### config.mk
export PLATFORM = sky130hd
export DESIGN_NAME = scheduled_hysteresis_thermostat_unit
export DESIGN_NICKNAME = d
export VERILOG_FILES = /design/src/rtl/core/sht_pkg.sv /design/src/rtl/core/scheduled_hysteresis_thermostat_unit.sv
export SDC_FILE = /design/constraint.sdc
export NUM_CORES = 1
export LEC_CHECK = 0
export BUFFER_PORTS_ARGS = -buffer_cell sky130_fd_sc_hd__buf_4
export CAP_MARGIN = 0
export CORE_MARGIN = 4
export CORE_UTILIZATION = 30
export CTS_BUF_LIST = sky130_fd_sc_hd__clkbuf_8 sky130_fd_sc_hd__clkbuf_16
export CTS_CLUSTER_DIAMETER = 100
export CTS_CLUSTER_SIZE = 12
export DETAILED_ROUTE_END_ITERATION = 10
export PLACE_DENSITY_LB_ADDON = 0.1
export SYNTH_ARGS = -nofsm -noshare
export SYNTH_HDL_FRONTEND = slang
export SYNTH_SLANG_ARGS = --single-unit
### constraint.sdc
create_clock -name clock -period 5.6 [get_ports clock]
set_input_delay 0.84 -clock clock [delete_from_list [all_inputs] [get_ports clock]]
set_output_delay 0.84 -clock clock [all_outputs]
set_load 0.01 [all_outputs]
### src/rtl/core/sht_pkg.sv
`timescale 1ns / 1ps
// ----------------------------------------------------------------------------
// sht_pkg: shared types and constants for the scheduled thermostat
// Request/response payload structs, register indexes and clock limits.
// ----------------------------------------------------------------------------
package sht_pkg;

   // Prescale: a second passes when the tick counter exceeds this value.
   localparam logic [1:0] PRESCALE_LIMIT = 2'd2;

   localparam logic [5:0] SEC_PER_MIN  = 6'd60;
   localparam logic [5:0] MIN_PER_HOUR = 6'd60;
   localparam logic [4:0] HOUR_PER_DAY = 5'd24;
   localparam logic [6:0] TEMP_SCALE   = 7'd125;   // degrees = sample*125/256
   localparam logic [6:0] HYST_BAND    = 7'd5;

   localparam int unsigned CSR_INDEX_W = 3;
   localparam int unsigned CSR_DATA_W  = 7;

   typedef enum logic [CSR_INDEX_W-1:0] {
      CSR_SETPOINT     = 3'd0,
      CSR_START_HOUR   = 3'd1,
      CSR_START_MINUTE = 3'd2,
      CSR_STOP_HOUR    = 3'd3,
      CSR_STOP_MINUTE  = 3'd4
   } csr_index_type;

   localparam logic [6:0] SETPOINT_RST     = 7'd40;
   localparam logic [4:0] START_HOUR_RST   = 5'd12;
   localparam logic [5:0] START_MINUTE_RST = 6'd0;
   localparam logic [4:0] STOP_HOUR_RST    = 5'd20;
   localparam logic [5:0] STOP_MINUTE_RST  = 6'd0;
   localparam logic [4:0] HOURS_RST        = 5'd12;

   typedef enum logic {
      ACT_TICK     = 1'b0,
      ACT_SET_TIME = 1'b1
   } action_type;

   typedef struct packed {
      logic       action;
      logic [9:0] sample;
      logic       level_ok;
      logic [4:0] set_hour;
      logic [5:0] set_minute;
   } req_type;

   typedef struct packed {
      logic       heater_on;
      logic       schedule_active;
      logic [8:0] temperature;
      logic [4:0] clock_hour;
      logic [5:0] clock_minute;
      logic [5:0] clock_second;
      logic       level_high;
   } rsp_type;

endpackage

### src/rtl/core/scheduled_hysteresis_thermostat_unit.sv
`timescale 1ns / 1ps
// ----------------------------------------------------------------------------
// scheduled_hysteresis_thermostat_unit: tick-driven heater controller
//
// Channels: req_* carries one request (timer tick or set-time action),
// rsp_* returns one response per request with the heater, window and
// clock state after that request. Both use valid/stall; an item moves on
// a rising edge with valid high and stall low. csr_* writes the setpoint
// and schedule start/stop times by index; write only while idle (unguarded).
//
// Latency: the response is valid the cycle after the request is taken.
// Throughput: one request per cycle while req_stall is low; clock rollover,
// temperature scaling and the hysteresis decision are a single combinational
// pass ahead of the state and response registers.
// Stall: a held response keeps rsp_data steady; req_stall rises only
// while a response is held and rsp_stall is high.
// Reset: clock at 12:00:00, window and heater off, registers at defaults,
// no response pending.
// ----------------------------------------------------------------------------
module scheduled_hysteresis_thermostat_unit (
   input  logic                               clock,
   input  logic                               reset,
   input  logic                               req_valid,
   output logic                               req_stall,
   input  sht_pkg::req_type                   req_data,
   output logic                               rsp_valid,
   input  logic                               rsp_stall,
   output sht_pkg::rsp_type                   rsp_data,
   input  logic                               csr_we,
   input  logic [sht_pkg::CSR_INDEX_W-1:0]    csr_index,
   input  logic [sht_pkg::CSR_DATA_W-1:0]     csr_wdata
);
   import sht_pkg::*;

   // configuration
   logic [6:0] setpoint_ff;
   logic [4:0] start_hour_ff;
   logic [5:0] start_minute_ff;
   logic [4:0] stop_hour_ff;
   logic [5:0] stop_minute_ff;

   // controller state
   logic [1:0] tick_count_ff, tick_count_in;
   logic [5:0] seconds_ff, seconds_in;
   logic [5:0] minutes_ff, minutes_in;
   logic [4:0] hours_ff, hours_in;
   logic       window_ff, window_in;
   logic       heating_ff, heating_in;
   logic [8:0] temp_ff, temp_in;
   logic       level_ff, level_in;

   logic       rsp_valid_ff, rsp_valid_in;
   rsp_type    rsp_data_ff, rsp_data_in;

   logic       req_take;

   // tick datapath temporaries
   logic        adv_sec;
   logic [1:0]  tick_base;
   logic [5:0]  sec_inc, min_step, min_roll;
   logic [4:0]  hour_step, hour_roll;
   logic        sec_wrap, min_wrap;
   logic [16:0] product;
   logic [8:0]  temp_new;
   logic        win_mid, heat_mid;
   logic [7:0]  upper_limit;
   logic [9:0]  temp_plus;

   assign req_stall = rsp_valid_ff & rsp_stall;
   assign req_take  = req_valid & ~req_stall;
   assign rsp_valid = rsp_valid_ff;
   assign rsp_data  = rsp_data_ff;

   always_ff @(posedge clock) begin
      if (reset) begin
         setpoint_ff     <= SETPOINT_RST;
         start_hour_ff   <= START_HOUR_RST;
         start_minute_ff <= START_MINUTE_RST;
         stop_hour_ff    <= STOP_HOUR_RST;
         stop_minute_ff  <= STOP_MINUTE_RST;
      end else if (csr_we) begin
         unique case (csr_index)
            CSR_SETPOINT:     setpoint_ff     <= csr_wdata[6:0];
            CSR_START_HOUR:   start_hour_ff   <= csr_wdata[4:0];
            CSR_START_MINUTE: start_minute_ff <= csr_wdata[5:0];
            CSR_STOP_HOUR:    stop_hour_ff    <= csr_wdata[4:0];
            CSR_STOP_MINUTE:  stop_minute_ff  <= csr_wdata[5:0];
            default: ;
         endcase
      end
   end

   always_comb begin
      // prescale and second advance
      adv_sec   = (tick_count_ff > PRESCALE_LIMIT);
      tick_base = adv_sec ? 2'd0 : tick_count_ff;

      sec_inc  = seconds_ff + 6'd1;
      sec_wrap = (sec_inc >= SEC_PER_MIN);
      min_step = sec_wrap ? (minutes_ff + 6'd1) : minutes_ff;
      // out-of-range loaded values also roll at a second advance
      min_wrap  = (min_step >= MIN_PER_HOUR);
      min_roll  = min_wrap ? 6'd0 : min_step;
      hour_step = min_wrap ? (hours_ff + 5'd1) : hours_ff;
      hour_roll = (hour_step >= HOUR_PER_DAY) ? 5'd0 : hour_step;

      product  = {7'd0, req_data.sample} * {10'd0, TEMP_SCALE};
      temp_new = product[16:8];

      tick_count_in = tick_count_ff;
      seconds_in    = seconds_ff;
      minutes_in    = minutes_ff;
      hours_in      = hours_ff;
      window_in     = window_ff;
      heating_in    = heating_ff;
      temp_in       = temp_ff;
      level_in      = level_ff;
      win_mid       = window_ff;
      heat_mid      = heating_ff;
      upper_limit   = {1'b0, setpoint_ff} + {1'b0, HYST_BAND};
      temp_plus     = {1'b0, temp_new} + {3'd0, HYST_BAND};

      if (req_data.action == ACT_SET_TIME) begin
         hours_in   = req_data.set_hour;
         minutes_in = req_data.set_minute;
      end else begin
         tick_count_in = tick_base + 2'd1;
         if (adv_sec) begin
            seconds_in = sec_wrap ? 6'd0 : sec_inc;
            minutes_in = min_roll;
            hours_in   = hour_roll;
         end
         temp_in = temp_new;

         // start match wins over stop match
         if (minutes_in == start_minute_ff && hours_in == start_hour_ff) begin
            win_mid = 1'b1;
         end else if (minutes_in == stop_minute_ff && hours_in == stop_hour_ff) begin
            win_mid = 1'b0;
         end

         if (win_mid) begin
            if ({1'b0, temp_new} >= {2'b0, upper_limit}) begin
               heat_mid = 1'b0;
            end else if (temp_plus <= {3'd0, setpoint_ff}) begin
               heat_mid = 1'b1;
            end
         end else begin
            heat_mid = 1'b0;
         end

         level_in   = req_data.level_ok;
         window_in  = win_mid & req_data.level_ok;
         heating_in = heat_mid & req_data.level_ok;
      end

      rsp_data_in.heater_on       = heating_in;
      rsp_data_in.schedule_active = window_in;
      rsp_data_in.temperature     = temp_in;
      rsp_data_in.clock_hour      = hours_in;
      rsp_data_in.clock_minute    = minutes_in;
      rsp_data_in.clock_second    = seconds_in;
      rsp_data_in.level_high      = level_in;

      rsp_valid_in = req_take | (rsp_valid_ff & rsp_stall);
   end

   always_ff @(posedge clock) begin
      if (reset) begin
         tick_count_ff <= 2'd0;
         seconds_ff    <= 6'd0;
         minutes_ff    <= 6'd0;
         hours_ff      <= HOURS_RST;
         window_ff     <= 1'b0;
         heating_ff    <= 1'b0;
         temp_ff       <= 9'd0;
         level_ff      <= 1'b0;
         rsp_valid_ff  <= 1'b0;
      end else begin
         rsp_valid_ff <= rsp_valid_in;
         if (req_take) begin
            tick_count_ff <= tick_count_in;
            seconds_ff    <= seconds_in;
            minutes_ff    <= minutes_in;
            hours_ff      <= hours_in;
            window_ff     <= window_in;
            heating_ff    <= heating_in;
            temp_ff       <= temp_in;
            level_ff      <= level_in;
         end
      end
   end

   always_ff @(posedge clock) begin
      if (req_take) begin
         rsp_data_ff <= rsp_data_in;
      end
   end

endmodule
==> results.json, run 1 <==
{
  "routed_via_density": 4.87,
  "switching_share_pct": 39.1,
  "critPathTopFamily": "adder cells",
  "violations": "negative setup slack",
  "ys_seq_elements": 90,
  "cts_root_buffer": "clkbuf_16",
  "cts_buffers": 9,
  "skew_ns": 0.0136,
  "critPathLaunch": "req_data[14]",
  "slowest_delay_ns": 0.57,
  "ys_types": 76,
  "firstDrtPassIters": 5,
  "place_ws_ns": -0.698,
  "initial_utilization_pct": 30.5,
  "synth_ff_type": "dfxtp_1",
  "rows": 56,
  "fp.dieW_um": 162,
  "grt_max_degree": 54,
  "first_iter_violations": 344,
  "fin_nets": 1059,
  "yosysTopAreaCell": "dfxtp_1",
  "synthTopCellsByArea": "dfxtp_1 17%, edfxtp_1 12%, ha_1 11%",
  "p_total_mw": 4.82,
  "grt_overflow": 0,
  "layout_setup_ws_ns": -0.256,
  "htree_levels": 3,
  "route.top_layer_used": "met4",
  "worstPathMaxFanout": 4,
  "internal_power_mw": 2.93,
  "yosysSeqAreaShare_pct": 29.3,
  "finalCritPeriodShare_pct": 105,
  "ir_drop_v": 0.000425,
  "grt_usage_pct": 15.6,
  "syn_area_mm2": 0.00715,
  "critPathBufInv": 6,
  "dr_wl_met3_um": 884,
  "finalMaxSlewViolations": 0,
  "clock_latency_ns": 0.36,
  "p_leak_nw": 3.83,
  "async_flop_share_pct": 0,
  "p_switching_mw": 1.89,
  "clock_power_share_pct": 13.2,
  "dpl.hpwl_um": 15100,
  "cts_tree": "yes",
  "hold_start": "temp_ff[3]",
  "vias": 6113,
  "regToRegStartpoint": "seconds_ff[0]",
  "floorplan.die_area_mm2": 0.0264,
  "synth_cells": 812,
  "final_common_cell": "buf_4",
  "io-pin-count": 69,
  "synth_top_area_share_pct": 17.1,
  "cts_max_path_buffers": 2,
  "met2_length_um": 8870,
  "n_antenna_cell": 0,
  "die_h_um": 162,
  "cap_violations": 0,
  "powerDensity_mw_per_mm2": 538,
  "grt_setup_unrepaired": "yes",
  "whs_ns": 0.455,
  "drc": 0,
  "wl_per_cell_um": 16.2,
  "status": "complete, but fails checks",
  "slowest_stage": "fa_1",
  "cp.required_ns": 5.78,
  "ant_nets": 0,
  "drive_gt1_share_pct": 24.1,
  "clk_pin_slew_ns": 0.07,
  "power_frac_comb_pct": 70.0,
  "core-area_mm2": 0.0235,
  "gp_congestion": 0.799,
  "seqPwrFrac_pct": 16.8,
  "antenna_found_initial": 0,
  "clock-sinks": 90,
  "grt_pass1_vias": 6024,
  "syn_avg_cell_area_um2": 8.80,
  "ctsHoldBuffers": 0,
  "area_growth_pct": 25.3,
  "setup_viol": 3,
  "syn_nets": 940,
  "worstPathArrival_ns": 6.03,
  "ys.warnings.count": 0,
  "hold_violations": 0,
  "synth_edf_count": 29,
  "crit_type": "in2reg",
  "max_freq_mhz": 171,
  "most-common-layout-cells": "142 x buf_4, 111 x nand2_1, 71 x inv_1",
  "numPortBuffers": 68,
  "crit_top_cell": "a21o_1",
  "post-route-min-period_ns": 5.86,
  "crit_path_start_kind": "input port",
  "met1Wirelength_um": 10300,
  "tightest_slew_ns": 0.969,
  "hp-class": "reg2reg",
  "wirelength_um": 20300,
  "slew_headroom_pct": 35.2,
  "grt_pass1_wl_um": 32800,
  "crit_path_end_kind": "flop"
}
[Yosys cell counts (all sizes together), types with 6 or more instances]
cell type    n
nand2      111
inv         78
ha          62
dfxtp       61
nor2        52
a21oi       43
o21ai       39
edfxtp      29
fa          28
mux2i       26
clkbuf      25
nand3       20
xnor2       20
mux2        17
xor2        17
nor3        16
buf         12
nor2b       10
nand2b       9
o21a         9
a21o         8
a21boi       6
and3         6
nand4        6
nor4         6
o211ai       6
[cells by family (layout without fill, tap and decap cells)]
kind of cell | Yosys count | after routing | share of synthesized area (%)
mux | 43 | 43 | 6.37
xor+xnor | 37 | 37 | 4.53
buf+inv | 116 | 240 | 6.53
flops | 90 | 90 | 29.3
simple gates | 265 | 265 | 18.2
compound gates | 171 | 171 | 16.4
fa+ha+maj | 90 | 90 | 18.7
[path summary, 6_finish.rpt]
kind	end	slack (ns)	cells after the start
hold / removal	temp_ff[3]	0.46	2
setup reg to reg	rsp_data[28]	1.14	12
hold reg to reg	temp_ff[3]	0.46	2
setup / recovery	rsp_data[28]	-0.26	26
[state kept, by name (all words and copies together), names as in the netlist]
name	flops
hours_ff	5
level_ff	1
stop_minute_ff	6
setpoint_ff	7
start_minute_ff	6
heating_ff	1
window_ff	1
seconds_ff	6
start_hour_ff	5
stop_hour_ff	5
rsp_data	29
tick_count_ff	2
minutes_ff	6
temp_ff	9
rsp_valid	1
[timing repair]
action / in CTS / in global routing
pin swaps: 5 / 11
setup buffers: 16 / 5
setup endpoints to repair: 2 / 5
gates resized for setup: 12 / 25
[through the flow]
stage | instances | util (%) | TNS (ns) | area (um^2)
detailed placement | 1218 | 35.6 | -1.83 | 8350
global route | 1255 | 38.2 | -1.49 | 8960
finish | 1255 | 38.2 | -0.718 | 8960
CTS | 1250 | 37.6 | -0.546 | 8810
global placement | 1218 | 35.6 | -1.71 | 8350
floorplan | 812 | - | -0.441 | 7190
[layout make-up]
class | instances | area, um^2
clock buffers | 9 | 225
clock inverters | 7 | 68.8
fillers | 2430 | 14500
inverters | 79 | 300
multi-input cells | 606 | 4770
flip-flops and latches | 90 | 2090
well taps | 319 | 399
repair buffers | 145 | 1100
[power by group through the flow]
stage	registers, mW	logic [mW]	clock network, mW
floorplan	0.831	1.70	0
global placement	0.822	2.68	0
detailed placement	0.824	2.67	0
CTS	0.810	3.03	0.657
global route	0.818	3.72	0.686
finish	0.810	3.37	0.636
[tightest hold or removal path, stage by stage (launching register included)]
cell	delay [ns]
dfxtp_1	0.31
nand2_1	0.05
a21oi_1	0.05
[routing by layer]
metal / global-route usage [%] / vias to the layer above
met3: 2.66 / 18
met1: 23.0 / 2904
met4: 3.54 / 0
met5: 0 / -
li1: - / 3078
met2: 24.0 / 113
Power figures use the tool's default switching activity.
==> inputs of run 2 (changes only) <==
- BUFFER_PORTS_ARGS: -buffer_cell sky130_fd_sc_hd__buf_4 -> -buffer_cell sky130_fd_sc_hd__buf_2
- SLEW_MARGIN: unset -> 20
==> run 2 against run 1 <==
- the run still ends with negative setup slack left
- fmax about the same
- die area unchanged
- worst setup slack gained 0.0026 ns
==> results.json, run 2 (synthesized netlist as in run 1, its figures left out) <==
{
  "grt_overflow": 0,
  "cts_root_buffer": "clkbuf_16",
  "max_freq_mhz": 171,
  "critPathLaunch": "req_data[13]",
  "tightest_slew_ns": 0.892,
  "core-area_mm2": 0.0235,
  "ctsHoldBuffers": 0,
  "drive_gt1_share_pct": 24.0,
  "cts_buffers": 9,
  "place_area_mm2": 0.00820,
  "fin_nets": 1057,
  "grt_usage_pct": 15.6,
  "worstPathArrival_ns": 6.04,
  "post-route-min-period_ns": 5.85,
  "post-route-util_pct": 37.5,
  "final_common_cell": "nand2_1",
  "ir_drop_v": 0.000397,
  "most-common-layout-cells": "111 x nand2_1, 71 x inv_1, 71 x buf_4",
  "skew_ns": 0.0123,
  "hold_violations": 0,
  "final_area_mm2": 0.00880,
  "wirelength_um": 20300,
  "ant_nets": 0,
  "crit_path_start_kind": "input port",
  "violations": "negative setup slack",
  "status": "complete, but fails checks",
  "area_growth_pct": 23.1,
  "hp-class": "reg2reg",
  "floorplan.die_area_mm2": 0.0264,
  "grt_pass1_wl_um": 32600,
  "routed_via_density": 4.80,
  "multiInputGateArea_mm2": 0.00478,
  "hold_start": "temp_ff[6]",
  "slew_headroom_pct": 40.3,
  "finalCritPeriodShare_pct": 105,
  "cts_tree": "yes",
  "vias": 6020,
  "grt_max_degree": 54,
  "fp.dieW_um": 162,
  "whs_ns": 0.455,
  "n_antenna_cell": 0,
  "fillCellCount": 2419,
  "rows": 56,
  "drc": 0,
  "cap_violations": 0,
  "p_leak_nw": 3.77,
  "worstPathMaxFanout": 3,
  "largest_reg_flops": 29,
  "layout_setup_ws_ns": -0.254,
  "wl_per_cell_um": 16.2,
  "initial_utilization_pct": 30.5,
  "cp.required_ns": 5.79,
  "firstDrtPassIters": 5,
  "crit_type": "in2reg",
  "crit_path_end_kind": "flop",
  "cts_max_path_buffers": 2,
  "grt_pass1_vias": 5939,
  "powerDensity_mw_per_mm2": 554,
  "htree_levels": 3,
  "clk_pin_slew_ns": 0.07,
  "setup_viol": 2,
  "ff_latch_area_mm2": 0.00209,
  "gp_congestion": 0.769,
  "grt_setup_unrepaired": "yes",
  "regToRegStartpoint": "seconds_ff[0]",
  "die_h_um": 162,
  "io-pin-count": 69,
  "clock_latency_ns": 0.36,
  "numPortBuffers": 68,
  "clock-sinks": 90,
  "antenna_found_initial": 0,
  "dpl.hpwl_um": 15200,
  "first_iter_violations": 306,
  "finalMaxSlewViolations": 0
}
run 2: cell count changes in the layout (fill, tap and decap cells not counted), moves of 2 or more:
cell	change
buf_2	+64
buf_4	-71
buf_6	+4
clkinv_4	+3
clkinvlp_4	-3
o21ai_2	+2
xnor2_2	-2
run 2: timing repair:
action	4_1_cts	5_1_grt
setup endpoints to repair	2	3
resized for setup	21	23
setup buffers	16	8
pin swaps	12	8
run 2: worst paths after layout:
kind                  end  slack [ns]  depth (start not counted)
max          rsp_data[28]       -0.25                         27
min            temp_ff[6]        0.45                          2
max reg2reg  rsp_data[27]        1.08                         12
min reg2reg    temp_ff[6]        0.45                          2
run 2: stage by stage:
| stage | cells | setup slack, ns | total power, mW | setup TNS, ns |
|---|---|---|---|---|
| 2_1_floorplan | 812 | -0.221 | 2.53 | -0.441 |
| 4_1_cts | 1252 | -0.217 | 4.69 | -0.520 |
| 6_report | 1253 | -0.254 | 4.87 | -0.487 |
| 3_3_place_gp | 1220 | -0.683 | 3.63 | -1.63 |
| 3_5_place_dp | 1220 | -0.722 | 3.61 | -1.64 |
| 5_1_grt | 1253 | -0.500 | 5.35 | -0.998 |
run 2: per-layer routing:
| metal | part of all wire [%] | vias to the layer above | global-route usage [%] |
|---|---|---|---|
| met5 | 0 | - | 0 |
| met1 | 54 | 2825 | 23.8 |
| li1 | - | 3082 | - |
| met4 | 1.1 | 0 | 3.73 |
| met3 | 3.2 | 16 | 2.40 |
| met2 | 42 | 97 | 22.9 |
run 2: cell type report:
type | instances | share of cell area [%]
inverter | 79 | 3.41
multi-input combinational | 606 | 54.3
sequential | 90 | 23.8
clock buffer | 9 | 2.56
clock inverter | 7 | 0.597
tap | 319 | 4.53
timing repair buffer | 143 | 10.9
run 2: critical path: stages:
cell and delay, ns:
buf_4 0.13, fa_1 0.49, xor2_1 0.18, ha_1 0.29, inv_1 0.07, fa_1 0.42, fa_1 0.50, inv_1 0.04
ha_1 0.27, o21ai_2 0.05, a221oi_2 0.28, o21a_1 0.22, nor2_2 0.06, xnor2_2 0.23, buf_4 0.17, ha_4 0.19
a21o_1 0.17, a21o_1 0.15, a21o_1 0.15, a21o_1 0.15, a21o_1 0.15, a21oi_2 0.11, o211ai_1 0.15, buf_4 0.18
a311oi_2 0.21, a211oi_2 0.07, o32ai_2 0.10
run 2: where the power goes:
group          switching (mW)  internal, mW
Combinational            1.54          1.93
Sequential             0.0395         0.769
Clock                   0.289         0.305
==> inputs of run 3 (changes only) <==
- CTS_BUF_LIST: sky130_fd_sc_hd__clkbuf_8 sky130_fd_sc_hd__clkbuf_16 -> sky130_fd_sc_hd__clkbuf_8
==> run 3 against run 2 <==
- the run still ends with negative setup slack left
- core utilization down 0.53 points
- register-to-register slack lost 0.02 ns
- non-clock buffer count did not move
- clock power decreased by 27%
- via count increased by 0.37%
- largest cell class unchanged
==> results.json, run 3 (synthesized netlist as in run 1, its figures left out) <==
{
  "reg2regPathDepth": 12,
  "rows": 56,
  "hold_violations": 0,
  "grt_pass1_vias": 5928,
  "r2r_slack_ns": 1.06,
  "worstHoldPathCells": 2,
  "vias": 6042,
  "crit_type": "in2reg",
  "clock_power_share_pct": 9.4,
  "crit_path_start_kind": "input port",
  "cts_root_buffer": "clkbuf_8",
  "core-area_mm2": 0.0235,
  "clock-sinks": 90,
  "power_frac_comb_pct": 73.2,
  "r2r-end": "rsp_data[27]",
  "hold_start": "temp_ff[5]",
  "post-route-util_pct": 37.0,
  "wl_per_cell_um": 16.1,
  "setup_viol": 2,
  "worstPathArrival_ns": 6.03,
  "final_cells": 1253,
  "io-pin-count": 69,
  "p_total_mw": 4.64,
  "internal_power_mw": 2.82,
  "htree_levels": 3,
  "p_leak_nw": 3.72,
  "finalMaxSlewViolations": 0,
  "routed_via_density": 4.82,
  "slowest_stage": "fa_1",
  "n_antenna_cell": 0,
  "switching_share_pct": 39.2,
  "fin_nets": 1057,
  "ir_drop_v": 0.000325,
  "die_h_um": 162,
  "final_common_cell": "nand2_1",
  "tightest_slew_ns": 0.956,
  "dpl.hpwl_um": 15200,
  "critPathTopFamily": "adder cells",
  "violations": "negative setup slack",
  "largest_reg_flops": 29,
  "fp.dieW_um": 162,
  "worst_hold_path.endpoint": "temp_ff[5]",
  "grt_overflow": 0,
  "cts_max_path_buffers": 2,
  "fillCellCount": 2446,
  "powerDensity_mw_per_mm2": 534,
  "finalCritPeriodShare_pct": 104,
  "cts_tree": "yes",
  "clock_latency_ns": 0.39,
  "crit_path_end_kind": "flop",
  "most-common-layout-cells": "111 x nand2_1, 73 x inv_1, 70 x buf_4",
  "place_area_mm2": 0.00820,
  "skew_ns": 0.0212,
  "numPortBuffers": 68,
  "antenna_found_initial": 0,
  "grt_usage_pct": 15.5,
  "final_area_mm2": 0.00868,
  "crit_top_cell": "a21o_1",
  "critPathBufInv": 6,
  "grt_setup_unrepaired": "yes",
  "firstDrtPassIters": 5,
  "wirelength_um": 20200,
  "grt_max_degree": 54,
  "drc": 0,
  "area_growth_pct": 21.4,
  "p_switching_mw": 1.82,
  "post-place-cells": 1220,
  "cts_buffers": 9,
  "hp-class": "reg2reg",
  "worstPathMaxFanout": 3,
  "initial_utilization_pct": 30.5,
  "gp_congestion": 0.769,
  "drive_gt1_share_pct": 23.4,
  "layout_setup_ws_ns": -0.220,
  "ctsHoldBuffers": 0,
  "clk_pin_slew_ns": 0.09,
  "post-route-min-period_ns": 5.82,
  "seqPwrFrac_pct": 17.4,
  "floorplan.die_area_mm2": 0.0264,
  "ant_nets": 0,
  "max_freq_mhz": 172,
  "slew_headroom_pct": 36.0,
  "slowest_delay_ns": 0.54,
  "cp.required_ns": 5.81,
  "first_iter_violations": 296,
  "grt_pass1_wl_um": 32400,
  "regToRegStartpoint": "seconds_ff[0]",
  "cap_violations": 0,
  "status": "complete, but fails checks"
}
==> run 3: cell types whose count changed in the layout (fill, tap and decap cells not counted) <==
cell	delta
buf_2	+1
buf_4	-1
clkbuf_16	-9
clkbuf_8	+9
ha_1	+1
ha_4	-1
inv_1	+2
inv_2	-2
o21ai_1	+2
o21ai_2	-2
==> run 3: layer usage <==
metal  track usage (%)  wire, um  vias to the layer above
met3              2.33       647                       15
met4              3.73       231                        0
met5                 0         0                        -
met1              23.7     10800                     2840
li1                  -         -                     3080
met2              22.8      8520                      107
==> run 3: how the worst max path moves through the flow <==
| stage | startpoint | end | slack (ns) | depth (start not counted) |
|---|---|---|---|---|
| after floorplan | req_data[15] | rsp_data[28] | -0.22 | 24 |
| after global placement | req_data[15] | heating_ff | -0.68 | 26 |
| after detailed placement | req_data[14] | heating_ff | -0.72 | 27 |
| after CTS | req_data[15] | heating_ff | -0.16 | 26 |
| after global routing | req_data[15] | heating_ff | -0.49 | 26 |
| final | req_data[15] | rsp_data[28] | -0.22 | 26 |
==> run 3: timing repair <==
action / 4_1_cts / 5_1_grt
pin swaps: 11 / 6
setup buffers: 16 / 8
setup endpoints to repair: 2 / 3
gates resized for setup: 23 / 15
==> run 3: power groups by stage <==
stage	sequential [mW]	combinational, mW	clock [mW]
2_1_floorplan	0.831	1.70	0
3_3_place_gp	0.822	2.81	0
3_5_place_dp	0.823	2.78	0
4_1_cts	0.808	3.26	0.456
5_1_grt	0.818	3.81	0.475
6_report	0.808	3.39	0.434
==> run 3: layout make-up <==
| cell class | instances | area (um^2) | area share [%] |
|---|---|---|---|
| clock buffers | 9 | 124 | 1.43 |
| clock inverters | 7 | 52.6 | 0.605 |
| inverters | 79 | 300 | 3.46 |
| multi-input cells | 606 | 4760 | 54.8 |
| flip-flops and latches | 90 | 2090 | 24.1 |
| well taps | 319 | 399 | 4.60 |
| repair buffers | 143 | 953 | 11.0 |
==> run 3: per-stage QoR <==
stage / setup TNS [ns] / hold slack (ns) / worst slack [ns]
after floorplan: -0.441 / 0.433 / -0.221
after global placement: -1.63 / 0.443 / -0.683
after detailed placement: -1.64 / 0.447 / -0.722
after CTS: -0.383 / 0.460 / -0.156
after global routing: -0.979 / 0.480 / -0.490
final: -0.420 / 0.458 / -0.220
==> run 3: worst min-delay path, delay by kind of cell (launching register included) <==
family          cells  cell delay [ns]
simple gates        1             0.05
compound gates      1             0.05
flops               1             0.32
